--- config.mk ---
export PLATFORM = sky130hd
export DESIGN_NAME = dle_frame_receiver_checksum_top
export DESIGN_NICKNAME = d
export VERILOG_FILES = /design/src/hdl/dlefr_pkg.sv /design/src/hdl/dle_frame_receiver_checksum_top.sv /design/src/hdl/dlefr_decode.sv /design/src/hdl/dlefr_out_reg.sv
export SDC_FILE = /design/constraint.sdc
export NUM_CORES = 1
export LEC_CHECK = 0
export ABC_AREA = 0
export BUFFER_PORTS_ARGS = -buffer_cell sky130_fd_sc_hd__buf_2
export CORE_ASPECT_RATIO = 0.8
export CORE_MARGIN = 2
export CORE_UTILIZATION = 40
export CTS_CLUSTER_DIAMETER = 200
export DETAILED_ROUTE_END_ITERATION = 8
export HOLD_SLACK_MARGIN = 0.1
export PLACE_DENSITY_LB_ADDON = 0.08
export SLEW_MARGIN = 40
export SYNTH_ARGS = -nofsm -noshare
export SYNTH_HDL_FRONTEND = slang
export SYNTH_HIERARCHICAL = 1
export SYNTH_SLANG_ARGS = --single-unit
--- constraint.sdc ---
create_clock -name clk -period 6.46 [get_ports clk]
set_clock_uncertainty 0.1 [all_clocks]
set_input_delay 0.969 -clock clk [delete_from_list [all_inputs] [get_ports clk]]
set_output_delay 0.969 -clock clk [all_outputs]
set_load 0.005 [all_outputs]
--- src/hdl/dlefr_pkg.sv ---
`default_nettype none

package dlefr_pkg;

    // Framing bytes, inversion mask and checksum target
    localparam logic [7:0] END_BYTE    = 8'h03;
    localparam logic [7:0] ESC_BYTE    = 8'h10;
    localparam logic [7:0] INVERT_MASK = 8'hFF;
    localparam logic [7:0] SUM_TARGET  = 8'h55;

    typedef enum logic [0:0] {
        KIND_DATA   = 1'b0,
        KIND_REPORT = 1'b1
    } word_kind_t;

    typedef enum logic [1:0] {
        ERR_NONE     = 2'd0,
        ERR_SHORT    = 2'd1,
        ERR_OVERFLOW = 2'd2,
        ERR_TOO_LONG = 2'd3
    } frame_err_t;

    typedef struct packed {
        word_kind_t  kind;
        logic [7:0]  data_byte;
        logic        frame_done;
        logic        checksum_ok;
        logic [15:0] frame_length;
        frame_err_t  frame_error;
    } result_t;

endpackage

`default_nettype wire

--- src/hdl/dle_frame_receiver_checksum_top.sv ---
`default_nettype none

// DLE frame receiver with additive checksum. Raw serial bytes enter on the
// in_valid/in_ready channel, one word per handshake; decoded data bytes and
// one end-of-frame report per frame leave on out_valid/out_ready. The first
// raw byte of a frame is the start marker and is dropped, 0x10 escapes the
// next byte (which is inverted), and 0x03 ends the frame at any point. The
// first two decoded bytes give the length L (low byte first); the report
// flags checksum_ok when the 8-bit sum of decoded bytes 0..L+1 is 0x55 and
// no error was seen. Errors by priority: raw overflow (more than RAW_DEPTH
// raw bytes, excess dropped), length too large (L >= LENGTH_LIMIT), too
// short (fewer than L+2 decoded bytes). Throughput is one word per clock
// while out_ready keeps up: a byte is captured in an input register,
// decoded by a compare, an optional inversion and an 8-bit add, and lands
// in the output register once that can take it. Words that give no result
// (start marker, escape, dropped overflow byte) still pass the pipe.
// in_ready falls only while out_ready leaves a word in the output register.
module dle_frame_receiver_checksum_top #(
    parameter int RAW_DEPTH    = 128,
    parameter int LENGTH_LIMIT = 256
) (
    input  wire logic        clk,
    input  wire logic        rst_n,
    input  wire logic        in_valid,
    output logic             in_ready,
    input  wire logic [7:0]  rx_byte,
    output logic             out_valid,
    input  wire logic        out_ready,
    output logic             kind,
    output logic [7:0]       data_byte,
    output logic             frame_done,
    output logic             checksum_ok,
    output logic [15:0]      frame_length,
    output logic [1:0]       frame_error
);
    import dlefr_pkg::*;

    // Input register
    logic       in_valid_reg, in_valid_next;
    logic [7:0] in_byte_reg;

    logic       advance;
    logic       can_load;
    logic       res_valid;
    result_t    res;
    result_t    out_res;

    // Advance the captured byte whenever the output register can take its result.
    assign advance  = in_valid_reg && can_load;
    assign in_ready = !in_valid_reg || can_load;

    always_comb
    begin
        in_valid_next = in_valid_reg;
        if (in_ready)
            in_valid_next = in_valid;
    end

    always_ff @(posedge clk or negedge rst_n)
    begin
        if (!rst_n)
            in_valid_reg <= 1'b0;
        else
            in_valid_reg <= in_valid_next;
    end

    // Hold the byte until it advances.
    always_ff @(posedge clk)
    begin
        if (in_valid && in_ready)
            in_byte_reg <= rx_byte;
    end

    dlefr_decode #(
        .RAW_DEPTH    (RAW_DEPTH),
        .LENGTH_LIMIT (LENGTH_LIMIT)
    ) u_decode (
        .clk       (clk),
        .rst_n     (rst_n),
        .advance   (advance),
        .byte_in   (in_byte_reg),
        .res_valid (res_valid),
        .res       (res)
    );

    dlefr_out_reg u_out (
        .clk       (clk),
        .rst_n     (rst_n),
        .load      (advance),
        .res_valid (res_valid),
        .res       (res),
        .out_ready (out_ready),
        .out_valid (out_valid),
        .can_load  (can_load),
        .out_res   (out_res)
    );

    assign kind         = out_res.kind;
    assign data_byte    = out_res.data_byte;
    assign frame_done   = out_res.frame_done;
    assign checksum_ok  = out_res.checksum_ok;
    assign frame_length = out_res.frame_length;
    assign frame_error  = out_res.frame_error;

endmodule

`default_nettype wire

--- src/hdl/dlefr_decode.sv ---
`default_nettype none

module dlefr_decode #(
    parameter int RAW_DEPTH    = 128,
    parameter int LENGTH_LIMIT = 256
) (
    input  wire logic             clk,
    input  wire logic             rst_n,
    input  wire logic             advance,
    input  wire logic [7:0]       byte_in,
    output logic                  res_valid,
    output dlefr_pkg::result_t    res
);
    import dlefr_pkg::*;

    logic [7:0]  raw_count_reg,      raw_count_next;
    logic        escape_pending_reg, escape_pending_next;
    logic [7:0]  decoded_count_reg,  decoded_count_next;
    logic [15:0] length_field_reg,   length_field_next;
    logic [7:0]  running_sum_reg,    running_sum_next;
    logic        overflow_seen_reg,  overflow_seen_next;

    logic [7:0]  dec_byte;
    logic        emit;
    logic [16:0] len_plus_one;
    logic [16:0] len_plus_two;
    frame_err_t  err;

    always_comb
    begin
        raw_count_next      = raw_count_reg;
        escape_pending_next = escape_pending_reg;
        decoded_count_next  = decoded_count_reg;
        length_field_next   = length_field_reg;
        running_sum_next    = running_sum_reg;
        overflow_seen_next  = overflow_seen_reg;
        dec_byte            = byte_in;
        emit                = 1'b0;
        err                 = ERR_NONE;
        len_plus_one        = {1'b0, length_field_reg} + 17'd1;
        len_plus_two        = {1'b0, length_field_reg} + 17'd2;

        res              = '0;
        res.kind         = KIND_DATA;
        res.frame_error  = ERR_NONE;
        res_valid        = 1'b0;

        if (byte_in == END_BYTE)
        begin
            if (overflow_seen_reg)
                err = ERR_OVERFLOW;
            else if ({1'b0, length_field_reg} >= 17'(LENGTH_LIMIT))
                err = ERR_TOO_LONG;
            else if ({9'd0, decoded_count_reg} < len_plus_two)
                err = ERR_SHORT;
            res_valid        = 1'b1;
            res.kind         = KIND_REPORT;
            res.frame_done   = 1'b1;
            res.checksum_ok  = (err == ERR_NONE) && (running_sum_reg == SUM_TARGET);
            res.frame_length = length_field_reg;
            res.frame_error  = err;
            raw_count_next      = '0;
            escape_pending_next = 1'b0;
            decoded_count_next  = '0;
            length_field_next   = '0;
            running_sum_next    = '0;
            overflow_seen_next  = 1'b0;
        end
        else if (raw_count_reg >= 8'(RAW_DEPTH))
        begin
            overflow_seen_next = 1'b1;
        end
        else
        begin
            raw_count_next = raw_count_reg + 8'd1;
            if (raw_count_reg == 8'd0)
            begin
                // start marker: drop
            end
            else if (escape_pending_reg)
            begin
                escape_pending_next = 1'b0;
                dec_byte            = byte_in ^ INVERT_MASK;
                emit                = 1'b1;
            end
            else if (byte_in == ESC_BYTE)
            begin
                escape_pending_next = 1'b1;
            end
            else
            begin
                emit = 1'b1;
            end
        end

        if (emit)
        begin
            if (decoded_count_reg == 8'd0)
                length_field_next = {length_field_reg[15:8], dec_byte};
            else if (decoded_count_reg == 8'd1)
                length_field_next = {dec_byte, length_field_reg[7:0]};
            len_plus_one = {1'b0, length_field_next} + 17'd1;
            if ({9'd0, decoded_count_reg} <= len_plus_one)
                running_sum_next = running_sum_reg + dec_byte;
            if (decoded_count_reg != 8'hFF)
                decoded_count_next = decoded_count_reg + 8'd1;
            res_valid     = 1'b1;
            res.data_byte = dec_byte;
        end
    end

    always_ff @(posedge clk or negedge rst_n)
    begin
        if (!rst_n)
        begin
            raw_count_reg      <= '0;
            escape_pending_reg <= 1'b0;
            decoded_count_reg  <= '0;
            length_field_reg   <= '0;
            running_sum_reg    <= '0;
            overflow_seen_reg  <= 1'b0;
        end
        else if (advance)
        begin
            raw_count_reg      <= raw_count_next;
            escape_pending_reg <= escape_pending_next;
            decoded_count_reg  <= decoded_count_next;
            length_field_reg   <= length_field_next;
            running_sum_reg    <= running_sum_next;
            overflow_seen_reg  <= overflow_seen_next;
        end
    end

endmodule

`default_nettype wire

--- src/hdl/dlefr_out_reg.sv ---
`default_nettype none

module dlefr_out_reg (
    input  wire logic             clk,
    input  wire logic             rst_n,
    input  wire logic             load,
    input  wire logic             res_valid,
    input  wire dlefr_pkg::result_t res,
    input  wire logic             out_ready,
    output logic                  out_valid,
    output logic                  can_load,
    output dlefr_pkg::result_t    out_res
);
    import dlefr_pkg::*;

    logic    valid_reg, valid_next;
    result_t res_reg;

    // The register may take a new word when empty or when its word leaves now.
    assign can_load = !valid_reg || out_ready;

    always_comb
    begin
        valid_next = valid_reg;
        if (load)
            valid_next = res_valid;
        else if (out_ready)
            valid_next = 1'b0;
    end

    always_ff @(posedge clk or negedge rst_n)
    begin
        if (!rst_n)
            valid_reg <= 1'b0;
        else
            valid_reg <= valid_next;
    end

    always_ff @(posedge clk)
    begin
        if (load && res_valid)
            res_reg <= res;
    end

    assign out_valid = valid_reg;
    assign out_res   = res_reg;

endmodule

`default_nettype wire

==> results of run 1 <==
metal layers:
layer	track usage (%)	share of wire [%]	wire, um	up-vias
li1	-	-	-	1972
met1	31.1	47	6340	1952
met2	32.9	45	6180	131
met3	3.89	6.6	892	18
met4	5.17	1.4	196	0
met5	0	0	0	-
logic make-up after synthesis:
logic type	after synthesis	synth area share [%]
flops	81	43.2
simple gates	196	21.2
compound gates	131	19.3
mux	5	1.03
buf+inv	35	2.74
fa+ha+maj	30	7.48
xor+xnor	29	4.96
power by group through the flow:
| stage | registers [W] | clock network [W] | logic [W] |
|---|---|---|---|
| after global placement | 0.000917 | 0 | 0.00154 |
| final | 0.000910 | 0.000498 | 0.00159 |
| after floorplan | 0.000866 | 0 | 0.00118 |
| after CTS | 0.000909 | 0.000510 | 0.00158 |
| after detailed placement | 0.000919 | 0 | 0.00157 |
| after global routing | 0.000940 | 0.000532 | 0.00178 |
critical path: stages, from the launching register on:
cell and delay (ns):
edfxtp_1 0.50, nor4bb_2 0.32, buf_4 0.25, nand2_1 0.10
inv_2 0.32, nor3_1 0.20, o21ai_0 0.34, ha_1 0.27
o221ai_2 0.13, or2_2 0.31, nand2b_1 0.16, xor2_1 0.19
ha_1 0.30, o211ai_1 0.09, a21oi_1 0.12, o22ai_1 0.12
a211oi_2 0.28, o2111ai_4 0.28, and3_1 0.28, a211o_1 0.25
metrics by stage:
step           utilization (%)  worst slack, ns  instance area, sq um  hold slack [ns]
2_1_floorplan                -             2.14                  5120            0.387
3_3_place_gp              44.7             1.64                  5520            0.414
3_5_place_dp              44.8             1.48                  5530            0.426
4_1_cts                   47.1             1.47                  5820            0.441
5_1_grt                   47.2             1.06                  5830            0.460
6_report                  47.2             1.44                  5830            0.441
final cells by class:
cell class	instances	area (sq um)	area share (%)
clock buffer	10	229	3.93
clock inverter	6	58.8	1.01
inverter	18	67.6	1.16
multi-input combinational	391	2780	47.7
sequential	81	2210	38.0
tap	171	214	3.67
timing repair buffer	49	265	4.55
cells in the final DEF (no fill, tap or decap), drive strengths merged, types with 3 or more instances in the layout:
master / Yosys / final
buf: 4 / 49
o21ai: 32 / 32
or4: 3 / 3
a22oi: 3 / 3
clkbuf: 13 / 10
nor2: 46 / 46
a21oi: 22 / 22
and3: 28 / 28
a31oi: 4 / 4
edfxtp: 37 / 37
nor3: 7 / 7
dfrtp: 44 / 44
a32o: 5 / 5
nand3: 10 / 10
or2: 7 / 7
a21o: 16 / 16
ha: 29 / 29
clkinv: 0 / 3
and2: 4 / 4
xnor2: 18 / 18
inv: 18 / 18
or3: 3 / 3
nand4: 9 / 9
mux2i: 3 / 3
a2bb2oi: 4 / 4
o2111ai: 3 / 3
a211oi: 4 / 4
nor4: 8 / 8
nor2b: 5 / 5
xor2: 11 / 11
a22o: 8 / 8
o21bai: 4 / 4
nand2b: 12 / 12
nand2: 45 / 45
o211ai: 3 / 3
nor4bb: 3 / 3
path summary, 6_finish.rpt:
path,start,to,cells past startpoint
max in group asynchronous,rst_n,u_decode/decoded_count_reg[7],1
hold / removal,u_decode/running_sum_reg[2],u_decode/running_sum_reg[2],1
min in group asynchronous,rst_n,u_decode/raw_count_reg[3],1
hold reg to reg,u_decode/running_sum_reg[2],u_decode/running_sum_reg[2],1
setup reg to reg,in_byte_reg[1],u_decode/running_sum_reg[0],19
setup / recovery,in_byte_reg[1],u_decode/running_sum_reg[0],19
==> results.tsv, run 1 <==
metric	value	unit
path_class	flop to flop	
synth-main-ff-cell	dfrtp_1	
synth-edff-count	37	
viasPerCell	5.61	
period_share	77.6	%
setup_viol	0	
p_comb_share	53.1	%
row_count	36	
layout.nets	592	
p_total	0.00300	W
cts-hold-fix-buffers	0	
synth_area_per_cell	10.1	sq um
grt_pass1_vias	4049	
io_pins	43	
dr.first_iter.drc_count	295	
clock_path_buffers	2	
cts_root_buffer	clkbuf_16	
drtAntennaViolNets	0	
dr.pass1.iters	5	
layout-drive-gt1-share	19.1	%
fillCellCount	1183	
netlist_instances	507	
p_sw_share	42.9	%
grt_usage	21.4	%
yosys.area.top_type	edfxtp_1	
ys_seq_elements	81	
finalSetupTns	0	ns
grt_max_degree	45	
fin_cells	726	
overflow	0	
cts_tree	done	
htreeDepth	3	
synthToLayoutAreaGrowth	13.8	%
remaining_drc_errors	0	
cap_violations	0	
min_period	5.02	ns
cts_setup_buffers	0	
worstPathMaxFanout	18	
port_buffers	42	
placed_cells	710	
wl_per_cell	18.7	um
rsz0062_at_grt	false	
r2r_slack	1.44	ns
finalHoldViolCount	0	
arrival	5.14	ns
diodes	0	
intPower	0.00171	W
core_area	0.0123	sq mm
dpl.hpwl	9.91	mm
seq_area_frac_synth	43.2	%
largest_reg_flops	29	
seq_power_share	30.3	%
ir_worst_vdd	187	uV
fp.dieW	130	um
synth_cell_type_count	79	
slew_viol_final	0	
gp_congestion	0.904	
power_density	515	mW/mm^2
cts_num_sinks	81	
ys_top_cells_by_count	nand2_1, nor2_1, dfrtp_1, edfxtp_1, o21ai_0	
hold_path_class	flop to flop	
die-area	0.0137	sq mm
netlist_area	0.00512	sq mm
async_flop_share	54.3	%
clock_latency	0.34	ns
end_kind	flop	
synth_area_leaders	edfxtp_1, dfrtp_1, ha_1	
die-height	105	um
grt_pass1_wl	22.4	mm
path_clk_slew	0.06	ns
p_leak	2.56	nW
grt_antenna_before_repair	0	
max_freq	199	MHz
required	6.59	ns
vias	4073	
start_kind	flop	
tightest_slew	0.778	ns
routed_wl	13.6	mm
synth_warnings	6	
cts_buffers	9	
power.net_switching	0.00129	W
cts_resized	0	
syn_nets	549	
initial_core_util	41.5	%
clkPwrFrac	16.6	%
status	complete, no violations	
synth_top_area_share	21.7	%
relSlewSlack	47.8	%
(Power assumes the default switching activity.)
==> run 2, diff against run 1 <==
Clock period 6.46 ns to 5.1 ns, I/O delays scaled along.
==> run 2 against run 1 <==
Against the previous run: total power rose by 30%; core utilization up 0.98 points; cell area rose by 2.1%; setup slack lost 1.1 ns; non-clock buffer count up 12; clock power increased by 39%; global-route usage is 0.38 points higher; sequential power increased by 26%; die area unchanged; routed wire length increased by 2.0%; worst hold slack worse by 0.11 ns; critical path type unchanged; largest power group unchanged.
==> results.tsv, run 2 (same netlist as run 1, synthesis figures left out) <==
metric	value	unit	change
p_total	0.00391	W	+30%
cts_setup_buffers	0		unchanged
grt_max_degree	45		unchanged
fin_cells	738		+1.7%
top_layer_used	met4		
dr.pass1.iters	5		unchanged
start_kind	flop		
io_pins	43		unchanged
overflow	0		unchanged
placed_cells	722		+1.7%
status	complete, no violations		
grt_antenna_before_repair	0		unchanged
ir_worst_vdd	323	uV	+72%
clkPwrFrac	17.7	%	+1.1 points
wl_per_cell	18.8	um	+0.35%
diodes	0		unchanged
period_share	92.8	%	+15 points
relSlewSlack	44.0	%	-3.8 points
clock_path_buffers	2		unchanged
met3_length	719	um	-19%
slowest_stage	or4_4		
slowest_delay	0.58	ns	+0.08 ns
vias	4127		+1.3%
mostFrequentLayoutCells	nor2_1, nand2_1, dfrtp_1, buf_2, edfxtp_1		
layout.nets	604		+2.0%
tightest_slew	0.837	ns	+0.0595 ns
layout-drive-gt1-share	21.0	%	+1.9 points
worst_path_most_repeated_cell	ha_1		
viasPerCell	5.59		-0.32%
initial_core_util	41.5	%	unchanged
fp.dieW	130	um	unchanged
cp_cell_sequence	or4_4 > o311ai_0 > nor3_1 > o21ai_0 > ha_1 > o221ai_2 > or2_2 > nand2b_1 > xor2_1 > ha_1 > o211ai_1 > a21oi_1 > o22ai_1 > a211oi_2 > o2111ai_4 > and3_1 > a211o_1		
rsz0062_at_grt	false		
wl_met2	6.07	mm	-1.7%
grt_usage	21.7	%	+0.38 points
required	5.23	ns	-1.36 ns
wl_met1	6.84	mm	+8.0%
synthToLayoutAreaGrowth	16.2	%	
grt_pass1_wl	22.4	mm	-0.40%
placed_cell_area	0.00562	sq mm	+1.6%
drtAntennaViolNets	0		unchanged
power_density	657	mW/mm^2	+28%
dr.first_iter.drc_count	210		-29%
remaining_drc_errors	0		unchanged
slew_viol_final	0		unchanged
worstPathMaxFanout	10		-8
cts_num_sinks	81		unchanged
power.net_switching	0.00164	W	+27%
cap_violations	0		unchanged
routed_wl	13.9	mm	+2.0%
p_comb_share	52.8	%	-0.3 points
cts_tree	done		
arrival	4.86	ns	-0.28 ns
finalHoldViolCount	0		unchanged
row_count	36		unchanged
core_area	0.0123	sq mm	unchanged
seq_power_share	29.5	%	-0.8 points
largest_reg_flops	29		unchanged
gp_congestion	0.881		-2.5%
dpl.hpwl	10.3	mm	+3.9%
whs	0.332	ns	-0.109 ns
port_buffers	42		unchanged
intPower	0.00227	W	+32%
finalSetupTns	0	ns	unchanged
r2r_cells	17		-2
grt_pass1_vias	4033		-0.40%
cts-hold-fix-buffers	0		unchanged
max_freq	211	MHz	+5.9%
fillCellCount	1221		+3.2%
end_kind	flop		
path_class	flop to flop		
hold_path_class	primary input to asynchronous set/reset pin		
die-area	0.0137	sq mm	unchanged
clock_latency	0.35	ns	about the same
setup_viol	0		unchanged
htreeDepth	3		unchanged
cts_resized	0		unchanged
p_sw_share	42.0	%	-0.90 points
die-height	105	um	unchanged
cts_buffers	9		unchanged
path_clk_slew	0.06	ns	about the same
finalInstanceArea	0.00595	sq mm	+2.1%
min_period	4.73	ns	-0.281 ns
cts_root_buffer	clkbuf_16		
p_leak	2.64	nW	+3.0%
==> run 2: metal layers <==
| layer | track usage (%) | vias to the layer above |
|---|---|---|
| li1 | - | 1997 |
| met1 | 31.2 | 2013 |
| met2 | 32.5 | 98 |
| met3 | 4.92 | 19 |
| met4 | 7.07 | 0 |
| met5 | 0 | - |
==> run 2: worst paths after layout <==
check                                          endpoint                 startpoint  slack, ns
max reg2reg                 u_decode/running_sum_reg[1]  u_decode/raw_count_reg[4]       0.37
min reg2reg                                in_valid_reg               in_valid_reg       0.44
min in group clk                           in_valid_reg               in_valid_reg       0.44
min                           u_decode/raw_count_reg[2]                      rst_n       0.33
max in group asynchronous  u_decode/length_field_reg[6]                      rst_n       4.15
max                         u_decode/running_sum_reg[1]  u_decode/raw_count_reg[4]       0.37
==> run 2: through the flow <==
step                util [%]  setup slack (ns)
floorplan                  -             0.782
detailed placement      45.5             0.416
global placement        45.5             0.491
CTS                     48.1             0.392
finish                  48.2             0.366
global route            48.2            0.0210
==> run 2: power groups by stage <==
stage               registers [W]  logic [W]  clock network (W)
floorplan                 0.00110    0.00150                  0
global placement          0.00116    0.00201                  0
detailed placement        0.00116    0.00205                  0
CTS                       0.00115    0.00206           0.000713
global route              0.00119    0.00229           0.000735
finish                    0.00115    0.00206           0.000691
==> run 2: worst max-delay path, delay by kind of cell (launching register included) <==
family	cells	cell delay, ns
fa+ha+maj	2	0.57
compound gates	9	1.88
simple gates	5	1.44
xor+xnor	1	0.17
flops	1	0.44
==> run 2: final cells by class <==
type | instances | area (sq um) | share of cell area, %
Clock inverter | 7 | 93.8 | 1.58
Sequential cell | 81 | 2210 | 37.2
Multi-Input combinational cell | 391 | 2780 | 46.7
Tap cell | 171 | 214 | 3.60
Inverter | 18 | 67.6 | 1.14
Clock buffer | 9 | 225 | 3.79
Timing Repair Buffer | 61 | 355 | 5.98
==> run 3, diff against run 2 <==
Clock period 5.1 ns to 5.3 ns, I/O delays scaled along.
==> run 3 against run 2 <==
Against the previous run: routed wire length increased by 1.5%; final cell count fell by 0.54%; core utilization fell by 0.21 points; critical path type unchanged; largest cell class unchanged; largest power group unchanged.
==> results.tsv, run 3 (same netlist as run 1, synthesis figures left out) <==
metric	value	unit	change
status	complete, no violations		
placed_cell_area	0.00559	sq mm	-0.53%
dpl.hpwl	10.3	mm	-0.12%
power_density	633	mW/mm^2	-3.6%
gr-max-usage-layer	met2		
required	5.43	ns	+0.20 ns
worstPathMaxFanout	10		unchanged
port_buffers	42		unchanged
io_pins	43		unchanged
clock_path_buffers	2		unchanged
hold_path_class	primary input to asynchronous set/reset pin		
p_leak	2.62	nW	-0.56%
grt_pass1_vias	4146		+2.8%
remaining_drc_errors	0		unchanged
wl_per_cell	19.2	um	+2.0%
finalSetupTns	0	ns	unchanged
gr-usage-met1	32.0	%	+0.80 points
core_area	0.0123	sq mm	unchanged
fin_cells	734		-0.54%
row_count	36		unchanged
cts_tree	done		
cts_root_buffer	clkbuf_16		
viasPerCell	5.57		-0.43%
cts_setup_buffers	0		unchanged
grt_max_degree	45		unchanged
tightest_slew	0.809	ns	-0.0281 ns
dp_worst_setup_slack	0.408	ns	-0.00796 ns
min_period	4.87	ns	+0.137 ns
layout-drive-gt1-share	20.6	%	-0.38 points
die-area	0.0137	sq mm	unchanged
rsz0062_at_grt	false		
finalInstanceArea	0.00592	sq mm	-0.44%
ir_worst_vdd	307	uV	-4.9%
placed_cells	718		-0.55%
cts-hold-fix-buffers	0		unchanged
dr.pass1.iters	4		-1
initial_core_util	41.5	%	unchanged
finalHoldViolCount	0		unchanged
htreeDepth	3		unchanged
mostFrequentLayoutCells	nand2_1, dfrtp_1, nor2_1, buf_2, edfxtp_1		
path_clk_slew	0.06	ns	about the same
routed_wl	14.1	mm	+1.5%
diodes	0		unchanged
start_kind	flop		
vias	4087		-0.97%
dr.first_iter.drc_count	189		-10%
layout.nets	600		-0.66%
gp_congestion	0.873		-0.81%
fp.dieW	130	um	unchanged
whs	0.361	ns	+0.0291 ns
cap_violations	0		unchanged
synthToLayoutAreaGrowth	15.7	%	
largest_reg_flops	29		unchanged
cts_resized	0		unchanged
final_common_cell	nand2_1		
setup_viol	0		unchanged
grt_antenna_before_repair	0		unchanged
max_freq	205	MHz	-2.8%
clock_latency	0.34	ns	about the same
met3_usage	4.10	%	-0.82 points
overflow	0		unchanged
cts_buffers	9		unchanged
grt_pass1_wl	22.7	mm	+1.6%
relSlewSlack	45.7	%	+1.7 points
drtAntennaViolNets	0		unchanged
period_share	91.9	%	-0.92 points
setup_ws	0.429	ns	+0.0632 ns
met2_usage	32.4	%	-0.037 points
die-height	105	um	unchanged
arrival	5.00	ns	+0.14 ns
end_kind	flop		
path_class	flop to flop		
cts_num_sinks	81		unchanged
slew_viol_final	0		unchanged
grt_usage	22.0	%	+0.21 points
==> run 3: changes by cell type in the layout (fill, tap and decap cells not counted), sizes merged <==
| cell | before | now |
|---|---|---|
| buf | 61 | 57 |
| clkinv | 3 | 5 |
| clkinvlp | 1 | 0 |
| inv | 19 | 18 |
==> run 3: final cells by class <==
class	count	area, sq um
clock buffers	9	225
clock inverters	7	95.1
fillers	1195	6420
inverters	18	67.6
multi-input cells	391	2780
flip-flops and latches	81	2210
well taps	171	214
repair buffers	57	325
==> run 3: critical path, stage by stage, from the launching register on <==
cell and delay, ns:
dfrtp_1 0.45, or4_4 0.59, o311ai_0 0.35, nor3_1 0.19
o21ai_0 0.32, ha_1 0.27, o221ai_2 0.13, or2_2 0.31
nand2b_1 0.16, xor2_1 0.18, ha_1 0.29, o211ai_1 0.08
a21oi_1 0.12, o22ai_1 0.11, a211oi_2 0.27, o2111ai_4 0.29
and3_1 0.28, a211o_1 0.27
==> run 3: power breakdown <==
part | internal [W] | switching, W
clock | 0.000412 | 0.000257
combinational | 0.000867 | 0.00110
sequential | 0.000884 | 0.000230
==> run 3: metal layers <==
layer,wire (um),share of wire [%],up-vias
met4,261,1.9,0
met5,0,0,-
met1,6990,50,1971
met2,6200,44,100
li1,-,-,1992
met3,640,4.5,24
==> run 3: worst paths after layout <==
check	slack [ns]	start	end	cells after the start
min in group clk	0.43	in_valid_reg	in_valid_reg	2
hold / removal	0.36	rst_n	u_decode/running_sum_reg[1]	1
setup reg to reg	0.43	u_decode/raw_count_reg[4]	u_decode/running_sum_reg[1]	17
setup / recovery	0.43	u_decode/raw_count_reg[4]	u_decode/running_sum_reg[1]	17
hold reg to reg	0.43	in_valid_reg	in_valid_reg	2
max in group asynchronous	4.33	rst_n	u_decode/length_field_reg[11]	1
==> run 3: per-stage QoR <==
step                power [W]  utilization (%)
finish                0.00375             48.0
global route          0.00405             48.0
CTS                   0.00376             47.9
detailed placement    0.00307             45.3
global placement      0.00303             45.3
floorplan             0.00250                -
